### src/rtl/core/box_downsample_2x2_rgb32_assert.svh
// Shared assertion macros; clk and arst_n are taken from the including module.
`ifndef BOX_DOWNSAMPLE_2X2_RGB32_ASSERT_SVH
`define BOX_DOWNSAMPLE_2X2_RGB32_ASSERT_SVH

// Same-cycle implication, off while in reset.
`define BDSAMP_ASSERT_NOW(label, ante, cons, msg) \
	label: assert property (@(posedge clk) disable iff (!arst_n) (ante) |-> (cons)) \
		else $error(msg);

// Next-cycle implication, off while in reset.
`define BDSAMP_ASSERT_NEXT(label, ante, cons, msg) \
	label: assert property (@(posedge clk) disable iff (!arst_n) (ante) |=> (cons)) \
		else $error(msg);

`endif

### src/rtl/core/bdsamp_pkg.sv
`timescale 1ns / 1ps
`default_nettype none

package bdsamp_pkg;

	localparam int PIXEL_BITS = 32;
	localparam int LANE_BITS = 8;
	localparam int LANES = PIXEL_BITS / LANE_BITS;
	localparam int ROW_WIDTH_BITS = 13;
	localparam int MIN_ROW_WIDTH = 2;
	localparam int RESET_ROW_WIDTH = 4096;

	typedef logic [PIXEL_BITS-1:0] pixel_t;
	typedef logic [ROW_WIDTH_BITS-1:0] row_width_t;

	// Per-word position flags handed from the column tracker to the filter stage.
	typedef struct packed {
		logic odd_row;
		logic col_odd;
		logic in_range;
		logic row_end;
	} bdsamp_ctl_t;

	// Lane-wise rounded mean (a+b+1)>>1.
	function automatic pixel_t lane_avg(input pixel_t a, input pixel_t b);
		logic [LANE_BITS:0] s;
		pixel_t r;
		r = '0;
		for (int i = 0; i < LANES; i++) begin
			s = {1'b0, a[LANE_BITS*i +: LANE_BITS]} + {1'b0, b[LANE_BITS*i +: LANE_BITS]}
				+ (LANE_BITS+1)'(1);
			r[LANE_BITS*i +: LANE_BITS] = s[LANE_BITS:1];
		end
		return r;
	endfunction

endpackage

`default_nettype wire

### src/rtl/core/bdsamp_ctrl.sv
`timescale 1ns / 1ps
`default_nettype none

`include "box_downsample_2x2_rgb32_assert.svh"

module bdsamp_ctrl #(
	parameter int MAX_WIDTH = 4096
) (
	input wire logic clk,
	input wire logic arst_n,
	input wire logic cfg_we,
	input wire bdsamp_pkg::row_width_t cfg_wdata,
	input wire logic accept,
	output logic [$clog2(MAX_WIDTH)-1:0] col,
	output logic store_en,
	output bdsamp_pkg::bdsamp_ctl_t ctl
);
	import bdsamp_pkg::*;

	localparam int CW = $clog2(MAX_WIDTH);
	localparam int CLW = (ROW_WIDTH_BITS > CW + 1) ? ROW_WIDTH_BITS : CW + 1;
	localparam int RST_W = (RESET_ROW_WIDTH > MAX_WIDTH) ? MAX_WIDTH : RESET_ROW_WIDTH;
	localparam int RST_LAST = RST_W - 1;
	localparam int RST_PAIR = RST_W / 2 - 1;

	logic [CW-1:0] col_q;
	logic odd_q;
	logic [CW-1:0] last_col_q;
	logic [CW-2:0] pair_last_q;
	logic [CLW-1:0] rw_ext;
	logic [CLW-1:0] width_clamped;
	logic [CLW-1:0] pair_count;
	logic wrap;

	// Clamp the programmed width to [2, MAX_WIDTH].
	always_comb begin
		rw_ext = CLW'(cfg_wdata);
		if (rw_ext < CLW'(MIN_ROW_WIDTH)) begin
			width_clamped = CLW'(MIN_ROW_WIDTH);
		end else if (rw_ext > CLW'(MAX_WIDTH)) begin
			width_clamped = CLW'(MAX_WIDTH);
		end else begin
			width_clamped = rw_ext;
		end
		pair_count = width_clamped >> 1;
	end

	assign wrap = col_q >= last_col_q;

	always_ff @(posedge clk or negedge arst_n) begin
		if (!arst_n) begin
			col_q <= '0;
			odd_q <= 1'b0;
			last_col_q <= CW'(RST_LAST);
			pair_last_q <= (CW-1)'(RST_PAIR);
		end else begin
			if (cfg_we) begin
				last_col_q <= CW'(width_clamped - CLW'(1));
				pair_last_q <= (CW-1)'(pair_count - CLW'(1));
			end
			if (accept) begin
				if (wrap) begin
					col_q <= '0;
					odd_q <= ~odd_q;
				end else begin
					col_q <= col_q + CW'(1);
				end
			end
		end
	end

	assign col = col_q;
	assign store_en = accept && !odd_q;

	always_comb begin
		ctl.odd_row = odd_q;
		ctl.col_odd = col_q[0];
		ctl.in_range = col_q[CW-1:1] <= pair_last_q;
		ctl.row_end = col_q[CW-1:1] == pair_last_q;
	end

	`BDSAMP_ASSERT_NEXT(a_row_wrap, accept && wrap, col_q == '0 && odd_q != $past(odd_q), "row wrap missed")
	`BDSAMP_ASSERT_NEXT(a_col_step, accept && !wrap && !cfg_we, col_q == $past(col_q) + 1'b1, "column did not advance")

endmodule

`default_nettype wire

### config.mk
export PLATFORM = sky130hd
export DESIGN_NAME = bdsamp_ctrl
export DESIGN_NICKNAME = d
export VERILOG_FILES = /design/src/rtl/core/bdsamp_pkg.sv /design/src/rtl/core/bdsamp_ctrl.sv
export VERILOG_INCLUDE_DIRS = /design/src /design/src/rtl/core
export SDC_FILE = /design/constraint.sdc
export NUM_CORES = 1
export LEC_CHECK = 0
export ABC_AREA = 0
export BUFFER_PORTS_ARGS = -buffer_cell sky130_fd_sc_hd__buf_2
export CAP_MARGIN = 20
export CORE_MARGIN = 2
export CORE_UTILIZATION = 60
export CTS_BUF_LIST = sky130_fd_sc_hd__clkbuf_4 sky130_fd_sc_hd__clkbuf_8
export CTS_CLUSTER_SIZE = 25
export DETAILED_ROUTE_END_ITERATION = 6
export PLACE_DENSITY = 0.85
export SLEW_MARGIN = 40
export SYNTH_ARGS = -nofsm -noshare
export SYNTH_HDL_FRONTEND = slang
export SYNTH_SLANG_ARGS = --single-unit
### constraint.sdc
create_clock -name clk -period 2.4 [get_ports clk]
set_clock_uncertainty 0.15 [all_clocks]
set_input_delay 0.24 -clock clk [delete_from_list [all_inputs] [get_ports clk]]
set_output_delay 0.24 -clock clk [all_outputs]
set_load 0.02 [all_outputs]
After elaboration in Yosys (flattened, before gate mapping)
Cells that the tools add are included.

Bits in registers: 36. Logic and storage cells: 19. Input port bits: 17. Output and inout bits: 17.

$lt $le $gt $ge: 4. Multiplexer cells: 3. Bitwise logic cells: 1. Eq/ne operators: 1. Reduce and logical (&&, ||, !) cells: 3. Add/sub/neg operators: 3.

Operators with widths (count): two-way mux 12 bit (3); greater-than comparator 13 bit, second input constant (1); < comparator 13 x 2 -> 1 bit, second input constant (1); adder 12 x 1 -> 12 bit, second input constant (1); greater-or-equal comparator 12 bit (1); subtractor 12 x 1 -> 12 bit, second input constant (1); == test 11 bit (1); less-or-equal comparator 11 bit (1); subtractor 11 x 1 -> 11 bit, second input constant (1); AND reduction 2 bit (1); logical AND 1 bit (1); logical NOT 1 bit (1); inverter 1 bit (1).

Depth between registers and ports, before layout
Gate-level depths: netlist (run 1).

Depth after elaboration: 4. Mapped depth: 12. Gate-level depth less buffers: 9.

Worst setup path before layout (run 1)
OpenSTA, ideal clock, no wires.

Kind: in2reg. From: in cfg_wdata[8]. To: reg last_col_q[11]. Data arrival time: 2.129 ns. Setup time: 0.088 ns. Cell stages on the path: 12. Slack: 0.034 ns. Data required time: 2.162 ns. Path buffers: 3. Path through: clkbuf_1 nor4_1 and3_1 buf_2 o21ai_0 ha_1 clkbuf_4 o21ai_0 a31oi_1 nand3_1 nand3_1 o22ai_1.

Word-level cells in the longest chain between the ends: 4. Elaborated cells between the ends (all ways): 5. Those cells by class: add/sub (1); order compare (2); mux (2).

RTL lines: start: declaration (line bdsamp_ctrl.sv:12) `input wire bdsamp_pkg::row_width_t cfg_wdata,`; greater-than comparator 13 bit (line bdsamp_ctrl.sv:40) `end else if (rw_ext > CLW'(MAX_WIDTH)) begin`; two-way mux 12 bit (line bdsamp_ctrl.sv:40); two-way mux 12 bit * (line bdsamp_ctrl.sv:38) `if (rw_ext < CLW'(MIN_ROW_WIDTH)) begin`; subtractor 12 x 1 -> 12 bit * (line bdsamp_ctrl.sv:58) `last_col_q <= CW'(width_clamped - CLW'(1));`; end signal: assignment (line bdsamp_ctrl.sv:54) `last_col_q <= CW'(RST_LAST);`; end signal: assignment (line bdsamp_ctrl.sv:58); end: declaration (line bdsamp_ctrl.sv:28) `logic [CW-1:0] last_col_q;`.

Every way passes the cells marked *; elsewhere a longest branch is shown, timed or not. A chain may end at the register's enable or synchronous reset.

==> results of run 1 <==
==> layout by cell type, fill, tap and decap left out, drive strengths merged, types with 4 or more instances in the layout <==
cell type	Yosys	routed
buf	9	59
inv	30	30
ha	27	27
nor2	26	26
o21ai	24	24
dfstp	23	23
nand2	20	20
a21oi	14	14
dfrtp	13	13
nand3	11	11
nor3	9	9
nor2b	9	9
o21a	8	8
xnor2	8	8
xor2	8	8
clkbuf	11	6
nand4	5	5
a31oi	5	5
o221ai	5	5
nor4	5	5
nand2b	4	4
a21o	4	4
==> final cells by class <==
type	count	area, um^2
multi-input combinational	224	1630
clock buffer	6	76.3
clock inverter	2	35.0
sequential	36	931
fill	305	1090
inverter	30	113
tap	52	65.1
timing repair buffer	60	379
==> logic make-up after synthesis <==
group / after synthesis / share of synthesized area
simple gates: 99 / 0.188
compound gates: 77 / 0.189
buf+inv: 50 / 0.0800
flops: 36 / 0.346
fa+ha+maj: 27 / 0.126
xor+xnor: 16 / 0.0521
mux: 5 / 0.0195
==> flip-flops by register name (all words and copies together) (netlist names) <==
signal,flops
col,12
last_col_q,12
pair_last_q,11
odd_q,1
==> where the power goes <==
part / switching, W / total (W) / leakage [nW] / internal (W)
registers: 0.000105 / 0.000840 / 0.409 / 0.000735
clock network: 0.000223 / 0.000542 / 0.0586 / 0.000320
logic: 0.000455 / 0.000801 / 1.05 / 0.000347
==> through the flow <==
| stage | TNS (ps) | instance area [um^2] | utilization | instances |
|---|---|---|---|---|
| finish | -181 | 3230 | 0.747 | 410 |
| global route | -312 | 3230 | 0.747 | 410 |
| CTS | -192 | 3170 | 0.733 | 408 |
| detailed placement | -277 | 2990 | 0.692 | 398 |
| global placement | 0 | 2990 | 0.692 | 398 |
| floorplan | 0 | 2690 | - | 310 |
==> how the worst min path moves through the flow <==
stage	startpoint	slack [ps]	cells after the start	end
2_1_floorplan	arst_n	-210	0	col[0]
3_3_place_gp	arst_n	200	1	col[3]
3_5_place_dp	arst_n	220	1	col[3]
4_1_cts	accept	100	2	col[0]
5_1_grt	accept	120	2	col[1]
6_report	accept	110	2	col[0]
==> worst reg2reg max path: cells and delay by family (launching register included) <==
family,cells,cell delay [ps]
flip-flops,1,420
AO/OA/AOI/OAI,3,730
AND/OR/NAND/NOR,3,450
adder cells (fa/ha/maj),1,290
buffers and inverters,1,180
==> repair_timing <==
item | 4_1_cts | 5_1_grt
endpoints found under the hold margin | 13 | 0
setup buffers | 1 | 2
endpoints found under the setup margin | 1 | 16
pin swaps | 6 | 9
resized for setup | 10 | 14
hold buffers | 1 | 0
==> per-layer routing <==
metal / track usage / wire (um)
met5: 0 / 0
met4: 0.149 / 284
met3: 0.0456 / 376
met2: 0.479 / 3590
met1: 0.352 / 2860
==> impl_metrics.xml, run 1 <==
<?xml version="1.0" encoding="UTF-8"?>
<metrics>
  <group name="cells_and_area">
    <metric name="finish.net_count" unit="">401</metric>
    <metric name="ratio_of_cells_with_drive_above_1_in_the_final_layout" unit="">0.316</metric>
    <metric name="insertedDiodeCount" unit="">0</metric>
    <metric name="area.growth.synth_to_final" unit="%">20.1</metric>
  </group>
  <group name="logic_synthesis">
    <metric name="synthesis.area" unit="um^2">2690</metric>
    <metric name="yosys.cell_types.count" unit="">47</metric>
    <metric name="yosys.area.top_type" unit="">sky130_fd_sc_hd__dfstp_2</metric>
    <metric name="synthesis.yosys.warnings" unit="">0</metric>
    <metric name="yosys-top-cells-area" unit="">sky130_fd_sc_hd__dfstp_2 (22%), sky130_fd_sc_hd__ha_1 (13%), sky130_fd_sc_hd__dfrtp_1 (12%), sky130_fd_sc_hd__inv_1 (4.2%), sky130_fd_sc_hd__o21ai_0 (3.9%)</metric>
    <metric name="post_synth_most_frequent_cells" unit="">sky130_fd_sc_hd__inv_1 (30), sky130_fd_sc_hd__ha_1 (27), sky130_fd_sc_hd__nor2_1 (26)</metric>
    <metric name="synthMostInstantiatedCell" unit="">sky130_fd_sc_hd__inv_1</metric>
    <metric name="synth_top_cell_area_share" unit="">0.225</metric>
    <metric name="synth-async-reset-ratio" unit="">1.00</metric>
    <metric name="synth-seq-area-share" unit="">0.346</metric>
    <metric name="yosys_most_used_dff" unit="">sky130_fd_sc_hd__dfstp_2</metric>
    <metric name="syn_avg_cell_area" unit="um^2">8.68</metric>
    <metric name="syn-num-nets" unit="">354</metric>
    <metric name="synth_seq_cells" unit="">36</metric>
    <metric name="synthCells" unit="">310</metric>
    <metric name="synth_edf_count" unit="">0</metric>
  </group>
  <group name="worst_setup_path">
    <metric name="capture_point_of_the_worst_path" unit="">ctl[1]</metric>
    <metric name="worstReg2RegEnd" unit="">col[3]</metric>
    <metric name="worst-path-max-fanout" unit="">3</metric>
    <metric name="critical_path_arrival" unit="ps">2190</metric>
    <metric name="worst_path_dominant_cell_family" unit="">compound AO/OA/AOI/OAI gates</metric>
    <metric name="start_kind" unit="">flip-flop</metric>
    <metric name="ff2ff_path_depth" unit="">8</metric>
    <metric name="critical_path.cell_chain" unit="">inv_2 &gt; ha_4 &gt; and3_4 &gt; a221oi_2 &gt; a21boi_1 &gt; o2111ai_1 &gt; a21o_1 &gt; buf_6</metric>
    <metric name="reg_to_reg_setup_timing_slack" unit="ps">70</metric>
    <metric name="worst-endpoint-required" unit="ps">2010</metric>
    <metric name="cp.depth" unit="">8</metric>
    <metric name="worst_setup_sp" unit="">pair_last_q[6]</metric>
    <metric name="cpPeakStageDelay" unit="ps">530</metric>
    <metric name="worstSetupPathType" unit="">flip-flop to output port</metric>
    <metric name="crit-reg2reg-launch" unit="">col[7]</metric>
    <metric name="timing.critical_path.buf_inv" unit="">2</metric>
    <metric name="cp_slowest_cell" unit="">sky130_fd_sc_hd__dfstp_2</metric>
    <metric name="setup.worst_path.end_class" unit="">output port</metric>
  </group>
  <group name="floorplanning">
    <metric name="die_area" unit="um^2">5040</metric>
    <metric name="io-pin-count" unit="">34</metric>
    <metric name="die_w" unit="um">71.0</metric>
    <metric name="floorplan.die.height" unit="um">71.0</metric>
    <metric name="floorplan.rows" unit="">24</metric>
    <metric name="start_util" unit="">0.622</metric>
    <metric name="design.core.area" unit="um^2">4320</metric>
  </group>
  <group name="clock_tree">
    <metric name="cts_inserted_buffers" unit="">5</metric>
    <metric name="max-clock-path-buffers" unit="">2</metric>
    <metric name="cts-root-buf" unit="">sky130_fd_sc_hd__clkbuf_8</metric>
    <metric name="h_tree_levels" unit="">2</metric>
    <metric name="clk_latency" unit="ps">290</metric>
    <metric name="cts_tree" unit="">built</metric>
    <metric name="post_cts_clock_slew_at_the_launch_and_capture_registers_of_the_worst_setup_and_hold_paths" unit="ps">70</metric>
    <metric name="cts.sinks" unit="">36</metric>
  </group>
  <group name="sta">
    <metric name="final.setup.worst_slack" unit="ps">-181</metric>
    <metric name="fmax" unit="MHz">387</metric>
    <metric name="finalCritPeriodShare" unit="">1.08</metric>
    <metric name="setup_viol" unit="">1</metric>
    <metric name="hold_violations" unit="">0</metric>
    <metric name="hold-worst-slack" unit="ps">114</metric>
    <metric name="slew_headroom" unit="">0.604</metric>
    <metric name="tightestPinTransition" unit="ps">588</metric>
    <metric name="timing.final.crit_period" unit="ps">2580</metric>
    <metric name="setup_repair_after_global_routing_missed_its_margin" unit="">yes</metric>
    <metric name="maxSlewViolCount" unit="">0</metric>
  </group>
  <group name="global_routing">
    <metric name="grt_start_max_net_pins" unit="">37</metric>
    <metric name="grt_util_all_layers" unit="">0.285</metric>
    <metric name="first_pass_grt_wire_length" unit="um">11300</metric>
    <metric name="grt_remaining_overflow" unit="">0</metric>
    <metric name="grt_pass1_vias" unit="">2466</metric>
    <metric name="number_of_antenna_violations_at_the_first_check_in_global_routing" unit="">0</metric>
  </group>
  <group name="placement">
    <metric name="placement.setup.worst_slack" unit="ps">-121</metric>
    <metric name="place.gp.congestion" unit="">0.910</metric>
    <metric name="place_hpwl" unit="um">4850</metric>
    <metric name="port-buffer-count" unit="">33</metric>
  </group>
  <group name="drt">
    <metric name="routedWlPerCell" unit="um">17.3</metric>
    <metric name="antenna_left" unit="">0</metric>
    <metric name="detailed_routing_iteration_count_for_the_pre_antenna_repair_pass" unit="">5</metric>
    <metric name="finalWirelength" unit="um">7110</metric>
    <metric name="dr_vias_cell" unit="">6.10</metric>
    <metric name="dr_vias" unit="">2500</metric>
    <metric name="detail_route.iter0.violations" unit="">259</metric>
    <metric name="remaining_drc_errors" unit="">0</metric>
  </group>
  <group name="run_status">
    <metric name="run_status" unit="">finished, violations left</metric>
    <metric name="violations" unit="">setup timing</metric>
  </group>
  <group name="min_path">
    <metric name="worst_hold_path_type" unit="">primary input to flip-flop</metric>
  </group>
  <group name="pwr">
    <metric name="power.static_leakage" unit="nW">1.52</metric>
    <metric name="ir_worst_vdd" unit="V">0.000629</metric>
    <metric name="finalPower" unit="W">0.00218</metric>
    <metric name="powerDensity" unit="nW/um^2">676</metric>
  </group>
  <group name="run">
    <metric name="maxCapViolCount" unit="">0</metric>
  </group>
</metrics>
(Power assumes the default switching activity.)
==> inputs of run 2 (changes only) <==
--- a/config.mk
+++ b/config.mk
@@ -10,11 +10,11 @@
 export BUFFER_PORTS_ARGS = -buffer_cell sky130_fd_sc_hd__buf_2
 export CAP_MARGIN = 20
 export CORE_MARGIN = 2
-export CORE_UTILIZATION = 60
+export CORE_UTILIZATION = 54
 export CTS_BUF_LIST = sky130_fd_sc_hd__clkbuf_4 sky130_fd_sc_hd__clkbuf_8
 export CTS_CLUSTER_SIZE = 25
 export DETAILED_ROUTE_END_ITERATION = 6
-export PLACE_DENSITY = 0.85
+export PLACE_DENSITY = 0.78
 export SLEW_MARGIN = 40
 export SYNTH_ARGS = -nofsm -noshare
 export SYNTH_HDL_FRONTEND = slang
==> constraint.sdc (replaced) <==
create_clock -name clk -period 2.25 [get_ports clk]
set_clock_uncertainty 0.15 [all_clocks]
set_input_delay 0.225 -clock clk [delete_from_list [all_inputs] [get_ports clk]]
set_output_delay 0.225 -clock clk [all_outputs]
set_load 0.02 [all_outputs]
==> run 2 against run 1 <==
Against the previous run: the flow still finishes with violations (setup timing); total power up 6.9%; clock power down 5.9%; hold slack got worse by 18 ps; final area is 4.1% higher; combinational power up 17%; critical path depth rose by 1; critical endpoint unchanged.
==> impl_metrics.xml, run 2 (synthesis gave the netlist of run 1 again) <==
<?xml version="1.0" encoding="UTF-8"?>
<metrics>
  <group name="run_status">
    <metric name="run_status" unit="">finished, violations left</metric>
    <metric name="violations" unit="">setup timing</metric>
  </group>
  <group name="global_routing">
    <metric name="grt_util_all_layers" unit="">0.247</metric>
    <metric name="grt_start_max_net_pins" unit="">37</metric>
    <metric name="first_pass_grt_wire_length" unit="um">10400</metric>
    <metric name="grt_remaining_overflow" unit="">0</metric>
    <metric name="number_of_antenna_violations_at_the_first_check_in_global_routing" unit="">0</metric>
    <metric name="grt_pass1_vias" unit="">2220</metric>
  </group>
  <group name="worst_setup_path">
    <metric name="worstReg2RegEnd" unit="">col[3]</metric>
    <metric name="worst-endpoint-required" unit="ps">1880</metric>
    <metric name="cp_slowest_cell" unit="">sky130_fd_sc_hd__dfstp_2</metric>
    <metric name="setup.worst_path.end_class" unit="">output port</metric>
    <metric name="critical_path_arrival" unit="ps">2160</metric>
    <metric name="start_kind" unit="">flip-flop</metric>
    <metric name="cpPeakStageDelay" unit="ps">540</metric>
    <metric name="critical_path.most_common_cell" unit="">sky130_fd_sc_hd__buf_6</metric>
    <metric name="timing.critical_path.buf_inv" unit="">3</metric>
    <metric name="worst_path_dominant_cell_family" unit="">compound AO/OA/AOI/OAI gates</metric>
    <metric name="worstSetupPathType" unit="">flip-flop to output port</metric>
    <metric name="ff2ff_path_depth" unit="">8</metric>
    <metric name="crit-reg2reg-launch" unit="">col[6]</metric>
    <metric name="critical_path.cell_chain" unit="">inv_2 &gt; ha_4 &gt; and3_4 &gt; buf_6 &gt; o211ai_1 &gt; a21boi_1 &gt; o2111ai_1 &gt; a21o_1 &gt; buf_6</metric>
    <metric name="reg_to_reg_setup_timing_slack" unit="ps">20</metric>
    <metric name="worst-path-max-fanout" unit="">2</metric>
  </group>
  <group name="drt">
    <metric name="routedWlPerCell" unit="um">15.5</metric>
    <metric name="detailed_routing_iteration_count_for_the_pre_antenna_repair_pass" unit="">4</metric>
    <metric name="dr_vias" unit="">2456</metric>
    <metric name="dr_vias_cell" unit="">5.62</metric>
    <metric name="finalWirelength" unit="um">6760</metric>
    <metric name="antenna_left" unit="">0</metric>
    <metric name="detail_route.iter0.violations" unit="">232</metric>
    <metric name="remaining_drc_errors" unit="">0</metric>
  </group>
  <group name="sta">
    <metric name="setup_viol" unit="">2</metric>
    <metric name="fmax" unit="MHz">394</metric>
    <metric name="setup_repair_after_global_routing_missed_its_margin" unit="">yes</metric>
    <metric name="slew_headroom" unit="">0.671</metric>
    <metric name="timing.final.crit_period" unit="ps">2540</metric>
    <metric name="final.setup.worst_slack" unit="ps">-285</metric>
    <metric name="hold_violations" unit="">0</metric>
    <metric name="maxSlewViolCount" unit="">0</metric>
    <metric name="tightestPinTransition" unit="ps">489</metric>
    <metric name="hold-worst-slack" unit="ps">95.2</metric>
    <metric name="finalCritPeriodShare" unit="">1.13</metric>
  </group>
  <group name="floorplanning">
    <metric name="design.core.area" unit="um^2">4750</metric>
    <metric name="floorplan.die.height" unit="um">74.6</metric>
    <metric name="io-pin-count" unit="">34</metric>
    <metric name="die_w" unit="um">74.6</metric>
    <metric name="floorplan.rows" unit="">25</metric>
    <metric name="start_util" unit="">0.566</metric>
    <metric name="die_area" unit="um^2">5560</metric>
  </group>
  <group name="clock_tree">
    <metric name="post_cts_clock_slew_at_the_launch_and_capture_registers_of_the_worst_setup_and_hold_paths" unit="ps">70</metric>
    <metric name="cts_tree" unit="">built</metric>
    <metric name="max-clock-path-buffers" unit="">2</metric>
    <metric name="h_tree_levels" unit="">2</metric>
    <metric name="cts_inserted_buffers" unit="">5</metric>
    <metric name="clk_latency" unit="ps">290</metric>
    <metric name="cts-root-buf" unit="">sky130_fd_sc_hd__clkbuf_8</metric>
    <metric name="cts.sinks" unit="">36</metric>
  </group>
  <group name="run">
    <metric name="maxCapViolCount" unit="">0</metric>
  </group>
  <group name="pwr">
    <metric name="clkPwrFrac" unit="">0.219</metric>
    <metric name="power.share.sequential" unit="">0.379</metric>
    <metric name="combPwrFrac" unit="">0.402</metric>
    <metric name="powerDensity" unit="nW/um^2">694</metric>
    <metric name="power.net_switching" unit="W">0.000841</metric>
    <metric name="power.share.switching" unit="">0.360</metric>
    <metric name="ir_worst_vdd" unit="V">0.000677</metric>
    <metric name="p_int" unit="W">0.00149</metric>
    <metric name="power.static_leakage" unit="nW">1.57</metric>
  </group>
  <group name="min_path">
    <metric name="hold_start" unit="">accept</metric>
    <metric name="whs_endpoint" unit="">col[0]</metric>
    <metric name="worst_hold_path_type" unit="">primary input to flip-flop</metric>
    <metric name="min_delay_path_depth" unit="">2</metric>
  </group>
  <group name="cells_and_area">
    <metric name="insertedDiodeCount" unit="">0</metric>
    <metric name="fin_area" unit="um^2">3360</metric>
    <metric name="mostFrequentLayoutCells" unit="">sky130_fd_sc_hd__buf_4 (39), sky130_fd_sc_hd__buf_2 (30), sky130_fd_sc_hd__inv_1 (26), sky130_fd_sc_hd__nor2_1 (26), sky130_fd_sc_hd__dfstp_2 (23)</metric>
    <metric name="area.growth.synth_to_final" unit="%">25.0</metric>
    <metric name="ratio_of_cells_with_drive_above_1_in_the_final_layout" unit="">0.346</metric>
    <metric name="final_cell_count_no_fill" unit="">437</metric>
    <metric name="finish.net_count" unit="">413</metric>
    <metric name="mostFrequentLayoutCell" unit="">sky130_fd_sc_hd__buf_4</metric>
  </group>
  <group name="placement">
    <metric name="place.gp.congestion" unit="">0.907</metric>
    <metric name="place_hpwl" unit="um">4770</metric>
    <metric name="placed_cell_area" unit="um^2">3110</metric>
    <metric name="place_inst" unit="">424</metric>
    <metric name="port-buffer-count" unit="">33</metric>
  </group>
</metrics>
-- run 2: cell type report --
class,instances,area (um^2)
clock buffer,8,97.6
fill,360,1390
sequential,36,930
timing repair buffer,72,475
multi-input combinational,224,1660
inverter,30,113
tap,67,83.8
-- run 2: per-stage QoR --
stage | total power (W) | utilization | setup TNS, ps | setup WS (ps)
after floorplan | 0.00138 | - | 0 | 27.8
after global placement | 0.00162 | 0.654 | -117 | -64.2
after detailed placement | 0.00165 | 0.654 | -326 | -85.6
after CTS | 0.00224 | 0.696 | -346 | -288
after global routing | 0.00247 | 0.707 | -562 | -370
final | 0.00233 | 0.707 | -385 | -285
-- run 2: routing by layer --
metal | GRT usage | share of wire
met1 | 0.323 | 0.43
met2 | 0.418 | 0.51
met3 | 0.0583 | 0.047
met4 | 0.0556 | 0.015
met5 | 0 | 0
-- run 2: how the worst max path moves through the flow --
stage | start | to | slack, ps | depth (start not counted)
floorplan | cfg_wdata[8] | last_col_q[11] | 30 | 12
global placement | cfg_wdata[9] | last_col_q[6] | -60 | 9
detailed placement | cfg_wdata[9] | last_col_q[4] | -90 | 9
CTS | pair_last_q[1] | ctl[1] | -290 | 9
global route | pair_last_q[1] | ctl[1] | -370 | 9
finish | pair_last_q[5] | ctl[1] | -290 | 9
-- run 2: repair_timing --
action / 4_1_cts / 5_1_grt
buffers inserted: 2 / 2
endpoints found under the hold margin: 13 / 0
hold buffers: 1 / 0
resized for setup: 16 / 10
pin swaps: 8 / 8
setup endpoints to repair: 3 / 9
gates cloned: 0 / 0
-- run 2: power groups by stage --
stage | Sequential (W) | Combinational [W] | Clock [W]
6_report | 0.000884 | 0.000939 | 0.000510
5_1_grt | 0.000897 | 0.00103 | 0.000544
4_1_cts | 0.000877 | 0.000850 | 0.000515
3_5_place_dp | 0.000876 | 0.000772 | 0
3_3_place_gp | 0.000871 | 0.000749 | 0
2_1_floorplan | 0.000924 | 0.000452 | 0
-- run 2: worst reg2reg max path: stages, from the launching register on --
cell and delay, ps:
sky130_fd_sc_hd__dfrtp_1 420, sky130_fd_sc_hd__buf_4 180, sky130_fd_sc_hd__ha_1 300, sky130_fd_sc_hd__nand2_1 80, sky130_fd_sc_hd__nor3_2 200, sky130_fd_sc_hd__a21oi_2 90, sky130_fd_sc_hd__o211ai_1 310, sky130_fd_sc_hd__nor3_1 110
sky130_fd_sc_hd__a211o_1 280
==> inputs of run 3 (changes only) <==
--- a/config.mk
+++ b/config.mk
@@ -15,6 +15,7 @@
 export CTS_CLUSTER_SIZE = 25
 export DETAILED_ROUTE_END_ITERATION = 6
 export PLACE_DENSITY = 0.78
+export SKIP_LAST_GASP = 1
 export SLEW_MARGIN = 40
 export SYNTH_ARGS = -nofsm -noshare
 export SYNTH_HDL_FRONTEND = slang
==> run 3 against run 2 <==
Against the previous run: the run still ends with setup timing left; final area down 0.67%; clock power about the same; via count down 0.65%; global-route usage unchanged; hold slack worse by 11 ps; routed wire length down 3.0%; fmax up 0.13%; sequential share of layout area up 0.19 points; combinational power down 4.2%; total power down 1.8%; non-clock buffer count unchanged.
==> impl_metrics.xml, run 3 (synthesis gave the netlist of run 1 again) <==
<?xml version="1.0" encoding="UTF-8"?>
<metrics>
  <group name="global_routing">
    <metric name="grt_pass1_vias" unit="">2220</metric>
    <metric name="number_of_antenna_violations_at_the_first_check_in_global_routing" unit="">0</metric>
    <metric name="grt_start_max_net_pins" unit="">37</metric>
    <metric name="first_pass_grt_wire_length" unit="um">10400</metric>
    <metric name="grt_util_all_layers" unit="">0.247</metric>
    <metric name="grt_remaining_overflow" unit="">0</metric>
  </group>
  <group name="worst_setup_path">
    <metric name="worstSetupPathType" unit="">flip-flop to output port</metric>
    <metric name="critical_path.most_common_cell" unit="">sky130_fd_sc_hd__buf_6</metric>
    <metric name="critical_path.cell_chain" unit="">inv_2 &gt; ha_4 &gt; and3_4 &gt; buf_6 &gt; o211ai_1 &gt; a21boi_1 &gt; o2111ai_1 &gt; a21o_1 &gt; buf_6</metric>
    <metric name="start_kind" unit="">flip-flop</metric>
    <metric name="worst_setup_sp" unit="">pair_last_q[5]</metric>
    <metric name="worst-endpoint-required" unit="ps">1880</metric>
    <metric name="timing.critical_path.buf_inv" unit="">3</metric>
    <metric name="setup.worst_path.end_class" unit="">output port</metric>
    <metric name="reg_to_reg_setup_timing_slack" unit="ps">60</metric>
    <metric name="cp_slowest_cell" unit="">sky130_fd_sc_hd__dfstp_2</metric>
    <metric name="critical_path_arrival" unit="ps">2160</metric>
    <metric name="crit-reg2reg-launch" unit="">last_col_q[2]</metric>
    <metric name="worst-path-max-fanout" unit="">2</metric>
    <metric name="worst_path_dominant_cell_family" unit="">compound AO/OA/AOI/OAI gates</metric>
    <metric name="cpPeakStageDelay" unit="ps">540</metric>
  </group>
  <group name="floorplanning">
    <metric name="floorplan.rows" unit="">25</metric>
    <metric name="design.core.area" unit="um^2">4750</metric>
    <metric name="io-pin-count" unit="">34</metric>
    <metric name="floorplan.die.height" unit="um">74.6</metric>
    <metric name="start_util" unit="">0.566</metric>
    <metric name="die_area" unit="um^2">5560</metric>
    <metric name="die_w" unit="um">74.6</metric>
  </group>
  <group name="placement">
    <metric name="place_hpwl" unit="um">4770</metric>
    <metric name="port-buffer-count" unit="">33</metric>
    <metric name="place_inst" unit="">424</metric>
    <metric name="placed_cell_area" unit="um^2">3110</metric>
    <metric name="place.gp.congestion" unit="">0.907</metric>
  </group>
  <group name="clock_tree">
    <metric name="h_tree_levels" unit="">2</metric>
    <metric name="clk_latency" unit="ps">300</metric>
    <metric name="cts_inserted_buffers" unit="">5</metric>
    <metric name="cts_tree" unit="">built</metric>
    <metric name="cts-root-buf" unit="">sky130_fd_sc_hd__clkbuf_8</metric>
    <metric name="max-clock-path-buffers" unit="">2</metric>
    <metric name="cts.sinks" unit="">36</metric>
    <metric name="post_cts_clock_slew_at_the_launch_and_capture_registers_of_the_worst_setup_and_hold_paths" unit="ps">70</metric>
  </group>
  <group name="min_path">
    <metric name="worst_hold_path_type" unit="">primary input to flip-flop</metric>
    <metric name="hold_start" unit="">accept</metric>
  </group>
  <group name="sta">
    <metric name="finalCritPeriodShare" unit="">1.13</metric>
    <metric name="timing.final.crit_period" unit="ps">2530</metric>
    <metric name="tightestPinTransition" unit="ps">505</metric>
    <metric name="setup_viol" unit="">2</metric>
    <metric name="hold-worst-slack" unit="ps">83.8</metric>
    <metric name="final.setup.worst_slack" unit="ps">-282</metric>
    <metric name="slew_headroom" unit="">0.660</metric>
    <metric name="setup_repair_after_global_routing_missed_its_margin" unit="">yes</metric>
    <metric name="maxSlewViolCount" unit="">0</metric>
    <metric name="total_negative_setup_slacks" unit="ps">-382</metric>
    <metric name="hold_violations" unit="">0</metric>
    <metric name="fmax" unit="MHz">395</metric>
  </group>
  <group name="cells_and_area">
    <metric name="ratio_of_cells_with_drive_above_1_in_the_final_layout" unit="">0.338</metric>
    <metric name="mostFrequentLayoutCell" unit="">sky130_fd_sc_hd__buf_4</metric>
    <metric name="num-fill-cells" unit="">363</metric>
    <metric name="fin_area" unit="um^2">3340</metric>
    <metric name="final_cell_count_no_fill" unit="">437</metric>
    <metric name="area.growth.synth_to_final" unit="%">24.2</metric>
    <metric name="finish.net_count" unit="">413</metric>
    <metric name="insertedDiodeCount" unit="">0</metric>
    <metric name="mostFrequentLayoutCells" unit="">sky130_fd_sc_hd__buf_4 (39), sky130_fd_sc_hd__buf_2 (30), sky130_fd_sc_hd__inv_1 (26), sky130_fd_sc_hd__nor2_1 (26)</metric>
  </group>
  <group name="pwr">
    <metric name="finalPower" unit="W">0.00229</metric>
    <metric name="ir_worst_vdd" unit="V">0.000652</metric>
    <metric name="power.share.switching" unit="">0.357</metric>
    <metric name="clkPwrFrac" unit="">0.223</metric>
    <metric name="p_int" unit="W">0.00147</metric>
    <metric name="combPwrFrac" unit="">0.393</metric>
    <metric name="power.net_switching" unit="W">0.000817</metric>
    <metric name="power.share.sequential" unit="">0.384</metric>
    <metric name="powerDensity" unit="nW/um^2">686</metric>
    <metric name="power.static_leakage" unit="nW">1.57</metric>
  </group>
  <group name="run_status">
    <metric name="run_status" unit="">finished, violations left</metric>
    <metric name="violations" unit="">setup timing</metric>
  </group>
  <group name="drt">
    <metric name="dr_vias" unit="">2440</metric>
    <metric name="routedWlPerCell" unit="um">15.0</metric>
    <metric name="dr_vias_cell" unit="">5.58</metric>
    <metric name="antenna_left" unit="">0</metric>
    <metric name="remaining_drc_errors" unit="">0</metric>
    <metric name="detailed_routing_iteration_count_for_the_pre_antenna_repair_pass" unit="">4</metric>
    <metric name="detail_route.iter0.violations" unit="">256</metric>
    <metric name="finalWirelength" unit="um">6550</metric>
  </group>
  <group name="run">
    <metric name="maxCapViolCount" unit="">0</metric>
  </group>
</metrics>
-- run 3: power groups by stage --
| stage | combinational, W | sequential [W] | clock (W) |
|---|---|---|---|
| 6_report | 0.000900 | 0.000879 | 0.000512 |
| 5_1_grt | 0.000999 | 0.000893 | 0.000544 |
| 4_1_cts | 0.000850 | 0.000877 | 0.000515 |
| 3_5_place_dp | 0.000772 | 0.000876 | 0 |
| 3_3_place_gp | 0.000749 | 0.000871 | 0 |
| 2_1_floorplan | 0.000452 | 0.000924 | 0 |
-- run 3: worst paths after layout --
path	to	depth (start not counted)
worst max-delay path	ctl[1]	9
worst min-delay path	col[0]	2
worst max register to register	col[2]	9
worst min register to register	last_col_q[1]	2
max in group asynchronous	pair_last_q[9]	2
min in group asynchronous	col[0]	2
-- run 3: through the flow --
stage                      util  setup WS (ps)
after floorplan               -           27.8
after detailed placement  0.654          -85.6
after global routing      0.703           -370
final                     0.703           -282
after CTS                 0.696           -288
after global placement    0.654          -64.2
-- run 3: per-layer routing --
metal,global-route usage,vias to the layer above,share of wire
met2,0.418,66,0.51
li1,-,1199,-
met3,0.0583,14,0.045
met1,0.323,1161,0.43
met5,0,-,0
met4,0.0556,0,0.016
-- run 3: layout make-up --
class	count	area, um^2	share of cell area
Tap cell	67	83.8	0.0251
Timing Repair Buffer	72	475	0.142
Multi-Input combinational cell	224	1640	0.491
Inverter	30	113	0.0337
Sequential cell	36	930	0.278
Clock buffer	8	97.6	0.0292
-- run 3: worst register-to-register path, cell delays in order, from the launching register on --
cell and delay, ps:
sky130_fd_sc_hd__dfstp_2 520, sky130_fd_sc_hd__inv_1 40, sky130_fd_sc_hd__ha_1 280, sky130_fd_sc_hd__a211oi_1 230
sky130_fd_sc_hd__o21ai_1 110, sky130_fd_sc_hd__a21oi_2 180, sky130_fd_sc_hd__o211ai_1 170, sky130_fd_sc_hd__buf_4 180
sky130_fd_sc_hd__nor3b_1 180, sky130_fd_sc_hd__a21o_1 100
-- run 3: timing repair --
item                                    CTS  global route
endpoints found under the setup margin    3             9
buffers inserted                          2             2
hold endpoints to repair                 13             0
hold buffers                              1             0
pin swaps                                 8             8
gates resized for setup                  16             7
